File: src/rtl/core/gcdm_pkg.sv
package gcdm_pkg;

    localparam int MAX_DIM_DEFAULT = 128;
    localparam int CFG_IDX_W = 1;
    localparam int CFG_DATA_W = 8;

    localparam logic [CFG_IDX_W-1:0] CFG_GRID_WIDTH = 1'd0;
    localparam logic [CFG_IDX_W-1:0] CFG_GRID_HEIGHT = 1'd1;
    localparam logic [CFG_DATA_W-1:0] GRID_SIZE_RESET = 8'd128;

    localparam logic [1:0] REQ_LOAD = 2'd0;
    localparam logic [1:0] REQ_COMPUTE = 2'd1;
    localparam logic [1:0] REQ_READ = 2'd2;

    localparam logic [1:0] KIND_OPP = 2'd1;
    localparam logic [1:0] KIND_OWN = 2'd2;

    localparam int CELL_OPP = -1;
    localparam int CELL_OWN = -2;

    typedef struct packed {
        logic [1:0] req_type;
        logic [6:0] cell_col;
        logic [6:0] cell_row;
        logic [1:0] cell_kind;
    } in_word_t;

    typedef struct packed {
        logic signed [8:0] cell_value;
        logic              compute_done;
    } out_word_t;

    typedef struct packed {
        logic start;
    } sweep_ctrl_t;

    typedef struct packed {
        logic busy;
        logic done;
    } sweep_status_t;

    function automatic int unsigned cell_index(input int unsigned r, input int unsigned c,
                                               input int unsigned dim);
        return r * dim + c;
    endfunction

    function automatic logic has_result(input logic [1:0] req);
        return (req == REQ_COMPUTE) || (req == REQ_READ);
    endfunction

endpackage

File: src/rtl/core/gcdm_sweep.sv
module gcdm_sweep #(
    parameter int MAX_DIM = gcdm_pkg::MAX_DIM_DEFAULT
) (
    input  logic                                    aclk,
    input  logic                                    aresetn,
    input  gcdm_pkg::sweep_ctrl_t                   ctrl,
    input  logic [$clog2(MAX_DIM+1)-1:0]            grid_w,
    input  logic [$clog2(MAX_DIM+1)-1:0]            grid_h,
    output gcdm_pkg::sweep_status_t                 status,
    output logic                                    rd_en,
    output logic [$clog2(MAX_DIM*MAX_DIM)-1:0]      rd_addr,
    input  logic signed [$clog2(MAX_DIM+2):0]       rd_data,
    output logic                                    wr_en,
    output logic [$clog2(MAX_DIM*MAX_DIM)-1:0]      wr_addr,
    output logic signed [$clog2(MAX_DIM+2):0]       wr_data
);

    import gcdm_pkg::*;

    localparam int RW = $clog2(MAX_DIM);
    localparam int DIM_W = $clog2(MAX_DIM+1);
    localparam int ADDR_W = $clog2(MAX_DIM*MAX_DIM);
    localparam int VAL_W = $clog2(MAX_DIM+2) + 1;

    typedef enum logic [1:0] {S_IDLE, S_CTR, S_CHK, S_NB} state_t;

    typedef struct packed {
        logic up;
        logic down;
        logic left;
        logic right;
    } nb_dir_t;

    function automatic nb_dir_t nb_dir(input logic [2:0] idx);
        nb_dir_t d;
        d = '0;
        case (idx)
            3'd0: begin d.up = 1'b1; d.left = 1'b1; end
            3'd1: begin d.up = 1'b1; end
            3'd2: begin d.up = 1'b1; d.right = 1'b1; end
            3'd3: begin d.left = 1'b1; end
            3'd4: begin d.right = 1'b1; end
            3'd5: begin d.down = 1'b1; d.left = 1'b1; end
            3'd6: begin d.down = 1'b1; end
            default: begin d.down = 1'b1; d.right = 1'b1; end
        endcase
        return d;
    endfunction

    state_t             state_reg, state_next;
    logic [RW-1:0]      row_reg, row_next;
    logic [RW-1:0]      col_reg, col_next;
    logic [DIM_W-1:0]   lv_reg, lv_next;
    logic [DIM_W-1:0]   passes_reg, passes_next;
    logic [DIM_W-1:0]   w_reg, w_next;
    logic [DIM_W-1:0]   h_reg, h_next;
    logic [2:0]         nb_reg, nb_next;
    logic               ok_reg, ok_next;
    logic               last_reg, last_next;

    logic [ADDR_W-1:0]       center_addr;
    logic [ADDR_W-1:0]       nb_addr;
    logic                    nb_ok;
    logic [2:0]              issue_idx;
    nb_dir_t                 dir;
    logic [RW-1:0]           nr;
    logic [RW-1:0]           nc;
    logic signed [VAL_W-1:0] target;
    logic signed [VAL_W-1:0] new_val;
    logic                    eligible;
    logic                    adv;
    logic                    finish;

    assign center_addr = ADDR_W'(cell_index(32'(row_reg), 32'(col_reg), MAX_DIM));
    assign target = (lv_reg == '0) ? VAL_W'(CELL_OPP) : VAL_W'(lv_reg);
    assign new_val = VAL_W'(lv_reg) + VAL_W'(1);
    assign eligible = (rd_data == '0) || ((lv_reg != '0) && (rd_data == VAL_W'(CELL_OWN)));
    assign issue_idx = (state_reg == S_CHK) ? 3'd0 : nb_reg;

    always_comb begin
        dir = nb_dir(issue_idx);
        nr = row_reg;
        nc = col_reg;
        if (dir.up) begin
            nr = row_reg - RW'(1);
        end else if (dir.down) begin
            nr = row_reg + RW'(1);
        end
        if (dir.left) begin
            nc = col_reg - RW'(1);
        end else if (dir.right) begin
            nc = col_reg + RW'(1);
        end
        nb_ok = !(dir.up && (row_reg == '0)) &&
                !(dir.down && ((DIM_W'(row_reg) + DIM_W'(1)) >= h_reg)) &&
                !(dir.left && (col_reg == '0)) &&
                !(dir.right && ((DIM_W'(col_reg) + DIM_W'(1)) >= w_reg));
        nb_addr = nb_ok ? ADDR_W'(cell_index(32'(nr), 32'(nc), MAX_DIM)) : center_addr;
    end

    always_comb begin
        state_next = state_reg;
        row_next = row_reg;
        col_next = col_reg;
        lv_next = lv_reg;
        passes_next = passes_reg;
        w_next = w_reg;
        h_next = h_reg;
        nb_next = nb_reg;
        ok_next = ok_reg;
        last_next = last_reg;
        rd_en = 1'b0;
        rd_addr = center_addr;
        wr_en = 1'b0;
        wr_addr = center_addr;
        wr_data = new_val;
        adv = 1'b0;
        finish = 1'b0;
        case (state_reg)
            S_IDLE: begin
                if (ctrl.start) begin
                    w_next = grid_w;
                    h_next = grid_h;
                    passes_next = (grid_w > grid_h) ? grid_w : grid_h;
                    row_next = '0;
                    col_next = '0;
                    lv_next = '0;
                    state_next = S_CTR;
                end
            end
            S_CTR: begin
                rd_en = 1'b1;
                state_next = S_CHK;
            end
            S_CHK: begin
                if (eligible) begin
                    rd_en = 1'b1;
                    rd_addr = nb_addr;
                    ok_next = nb_ok;
                    nb_next = 3'd1;
                    last_next = 1'b0;
                    state_next = S_NB;
                end else begin
                    adv = 1'b1;
                end
            end
            S_NB: begin
                if (ok_reg && (rd_data == target)) begin
                    wr_en = 1'b1;
                    adv = 1'b1;
                end else if (last_reg) begin
                    adv = 1'b1;
                end else begin
                    rd_en = 1'b1;
                    rd_addr = nb_addr;
                    ok_next = nb_ok;
                    nb_next = nb_reg + 3'd1;
                    last_next = (nb_reg == 3'd7);
                end
            end
            default: begin
                state_next = S_IDLE;
            end
        endcase
        if (adv) begin
            state_next = S_CTR;
            if ((DIM_W'(col_reg) + DIM_W'(1)) < w_reg) begin
                col_next = col_reg + RW'(1);
            end else begin
                col_next = '0;
                if ((DIM_W'(row_reg) + DIM_W'(1)) < h_reg) begin
                    row_next = row_reg + RW'(1);
                end else begin
                    row_next = '0;
                    if (lv_reg == passes_reg) begin
                        finish = 1'b1;
                        state_next = S_IDLE;
                    end else begin
                        lv_next = lv_reg + DIM_W'(1);
                    end
                end
            end
        end
    end

    assign status.busy = (state_reg != S_IDLE);
    assign status.done = finish;

    always_ff @(posedge aclk) begin
        if (!aresetn) begin
            state_reg <= S_IDLE;
        end else begin
            state_reg <= state_next;
        end
        row_reg <= row_next;
        col_reg <= col_next;
        lv_reg <= lv_next;
        passes_reg <= passes_next;
        w_reg <= w_next;
        h_reg <= h_next;
        nb_reg <= nb_next;
        ok_reg <= ok_next;
        last_reg <= last_next;
    end

    a_write_only_on_match: assert property (@(posedge aclk) disable iff (!aresetn)
        wr_en |-> (state_reg == S_NB) && ok_reg && (rd_data == target))
        else $error("sweep write without a matching neighbor");

    a_check_follows_center: assert property (@(posedge aclk) disable iff (!aresetn)
        (state_reg == S_CTR) |=> (state_reg == S_CHK))
        else $error("center read not followed by check");

    a_level_bounded: assert property (@(posedge aclk) disable iff (!aresetn)
        (state_reg != S_IDLE) |-> (lv_reg <= passes_reg))
        else $error("sweep level beyond pass count");

endmodule

File: config.mk
export PLATFORM = sky130hd
export DESIGN_NAME = gcdm_sweep
export DESIGN_NICKNAME = d
export VERILOG_FILES = /design/src/rtl/core/gcdm_pkg.sv /design/src/rtl/core/gcdm_sweep.sv
export SDC_FILE = /design/constraint.sdc
export NUM_CORES = 1
export LEC_CHECK = 0
export BUFFER_PORTS_ARGS = -buffer_cell sky130_fd_sc_hd__buf_2
export CAP_MARGIN = 20
export CORE_UTILIZATION = 60
export DETAILED_ROUTE_END_ITERATION = 16
export PLACE_DENSITY = 0.82
export SYNTH_ARGS = -nofsm -noshare
export SYNTH_HDL_FRONTEND = slang
export SYNTH_SLANG_ARGS = --single-unit
File: constraint.sdc
create_clock -name aclk -period 9 [get_ports aclk]
set_input_delay 2.25 -clock aclk [delete_from_list [all_inputs] [get_ports aclk]]
set_output_delay 2.25 -clock aclk [all_outputs]
set_load 0.05 [all_outputs]
==> results by group <==
Outcome
  • Status: completed

Critical path
  • Reg2reg start: lv_reg[0]
  • Crit-path max FO: 11
  • R2R setup slack: between 5000 and 6000 ps
  • R2r endpoint: col_reg[2]
  • Setup CP Type: in2out
  • Worst Path Arrival: about 4900 ps
  • Crit end category: output port
  • Req. time, crit path: just under 7000 ps
  • R2R depth: 9
  • Startpoint types: input pin

Synth
  • Synth Warn #: 0
  • Top cells by area, synth: edfxtp_1, ha_1, dfxtp_1
  • Synth top area share: 0.256
  • Area leader, netlist: edfxtp_1
  • Post-Synthesis Cell Area: approximately 0.0042 sq mm
  • Ys flop type: edfxtp_1
  • Mapped Nets: between 500 and 600
  • Syn_area_per_cell: about 9 sq um
  • Post-synthesis cell count: 471
  • #FFs+latches synth: 53
  • Synth cell types: slightly above 60
  • Number of flops mapped to enable cells by yosys: 36
  • Post-synthesis sequential area ratio: 0.336
  • Ys async rst share: 0

Placed design
  • Post-DP HPWL: approximately 7500 um
  • Inst Count DP: about 600
  • Area after DPL: approximately 0.0046 sq mm
  • Setup slack at placement: between 1500 and 2000 ps
  • GPL Wtd Cong: roughly 0.94
  • Count of input and output buffers: between 60 and 70

CTS
  • Clock Pin Slew Worst Setup and Hold Paths: around 90 ps
  • CTS Buf Count: 5
  • Hold-fix buffers, CTS: 0
  • Post_cts resized: 0
  • Post-CTS Setup Bufs: 0
  • Clock Tree Root: clkbuf_8
  • TritonCTS clock tree: yes
  • Clock Latency Late Sink: approximately 300 ps
  • CTS sink cnt: 53
  • Clock Tree Buf Depth: 2
  • Htree depth: 2

Final layout
  • Layout cells sized above 1: 0.197
  • Antenna diode count: 0
  • Post-Layout Cell Count: 618
  • Area growth syn-to-layout: 10.2%
  • Final instance area: around 0.0047 sq mm
  • Final core occ: 0.685
  • Post-layout net count: 586

Hold path
  • Hold worst-path end: lv_reg[1]
  • Worst hold path depth: 2
  • Hold path start: lv_reg[1]
  • Hold Crit Class: reg2reg

Power and ir drop
  • P_leak: 0.00215 uW
  • PwrDens: between 200 and 250 mW/mm^2
  • Worst vdd ir: between 0.1 and 0.15 mV

GRT
  • Gr usage total: 0.271
  • Largest net degree at the start of global routing: 26
  • Grt ovf: 0
  • Antenna violations before repair: 0
  • Vias in the first global route: 3429
  • First-pass GRT wire length: approximately 16000 um

Detailed routing
  • Avg WL per Cell: ~16 um
  • Final wirelength: between 9000 and 10000 um
  • # DRC: 0
  • Detailed Routing Iterations Pass 1: 4
  • Vias/cell: 6.00
  • Antenna-violating nets left: 0
  • Vias post-DR: roughly 3700
  • DR iter-0 viols: 275

Timing
  • Final WS setup: 1870 ps
  • Slew @ Worst Pin: 867 ps
  • Pins over their slew limit: 0
  • Slew HR: 0.421
  • Tmin final: around 7100 ps
  • Final Cycle Share: 0.792
  • Clock skew: around 6 ps
  • Final Hold Fails: 0
  • Final setup viols: 0
  • RSZ-0062 raised after global routing: no
  • FMAX: around 140 MHz
  • Setup TNS: 0 ps

Run
  • Max Cap Viol: 0

Die
  • Die area: around 0.0074 sq mm
  • # rows: 30
  • Die W: 85.9 um
  • Initial core utilization: 0.622
  • I/O pin cnt: between 60 and 70
  • Die height: 85.9 um
  • Core outline area: between 0.006 and 0.007 sq mm
## cell type report
cell class / count / area [sq um]
clock buffers: 6 / 72.6
clock inverters: 2 / 13.8
fillers: 552 / 2140
inverters: 45 / 169
multi-input cells: 348 / 2520
flip-flops and latches: 53 / 1420
well taps: 96 / 120
repair buffers: 68 / 340
## critical path, cell delays in order
cell and delay [ps]:
buf_2 130, or4_1 540, nor4_1 190, a311oi_1 130, nor2_1 270, a21oi_1 280, or3_1 510, a221o_1 370
buf_2 210
## cell families after synthesis
group,share of synthesized area
AND/OR/NAND/NOR,0.209
buffers and inverters,0.0678
multiplexers,0.0471
XOR/XNOR,0.0622
adder cells (fa/ha/maj),0.110
flip-flops,0.336
AO/OA/AOI/OAI,0.168
## where the power goes
group / total (uW) / leakage (uW) / switching (uW) / internal (uW)
combinational: 591 / 0.00163 / 412 / 179
clock: 132 / 0.0000417 / 76.6 / 55.2
sequential: 383 / 0.000480 / 54.2 / 329
total: 1110 / 0.00215 / 543 / 563
## cells in the mapped netlist (14+ instances only)
library cell,number
nand3_1,20
clkbuf_1,15
o21ai_0,14
edfxtp_1,36
dfxtp_1,17
nand2_1,24
mux2_2,15
nor2_1,43
ha_1,37
inv_1,45
xor2_1,18
a21oi_1,26
## stage by stage
step	power (uW)	hold WS [ps]
after floorplan	816	511
after global placement	954	560
after detailed placement	975	576
after CTS	1110	591
after global routing	1180	626
final	1110	595
## cells in the final DEF (no fill, tap or decap), types with 17 or more instances in the layout
cell type and n:
buf_2 68, inv_1 45, nor2_1 43, ha_1 37
edfxtp_1 36, a21oi_1 26, nand2_1 24, nand3_1 20
xor2_1 18, dfxtp_1 17
## per-layer routing
metal  global-route usage  share of wire  vias up
li1                     -              -     1801
met1                0.368           0.44     1757
met2                0.452           0.49      140
met3               0.0356          0.051       11
met4               0.0788          0.015        0
met5                    0              0        -
## how the worst max path moves through the flow
stage                from         end  slack (ps)
6_report       rd_data[1]  rd_addr[5]        1870
5_1_grt        rd_data[1]  rd_addr[5]        1650
4_1_cts        rd_data[1]  rd_addr[5]        1880
3_5_place_dp   rd_data[1]  rd_addr[5]        1890
3_3_place_gp   rd_data[1]  rd_addr[5]        1950
2_1_floorplan  rd_data[3]  rd_addr[0]        2210
No activity file was read; power rests on OpenSTA's default activity.
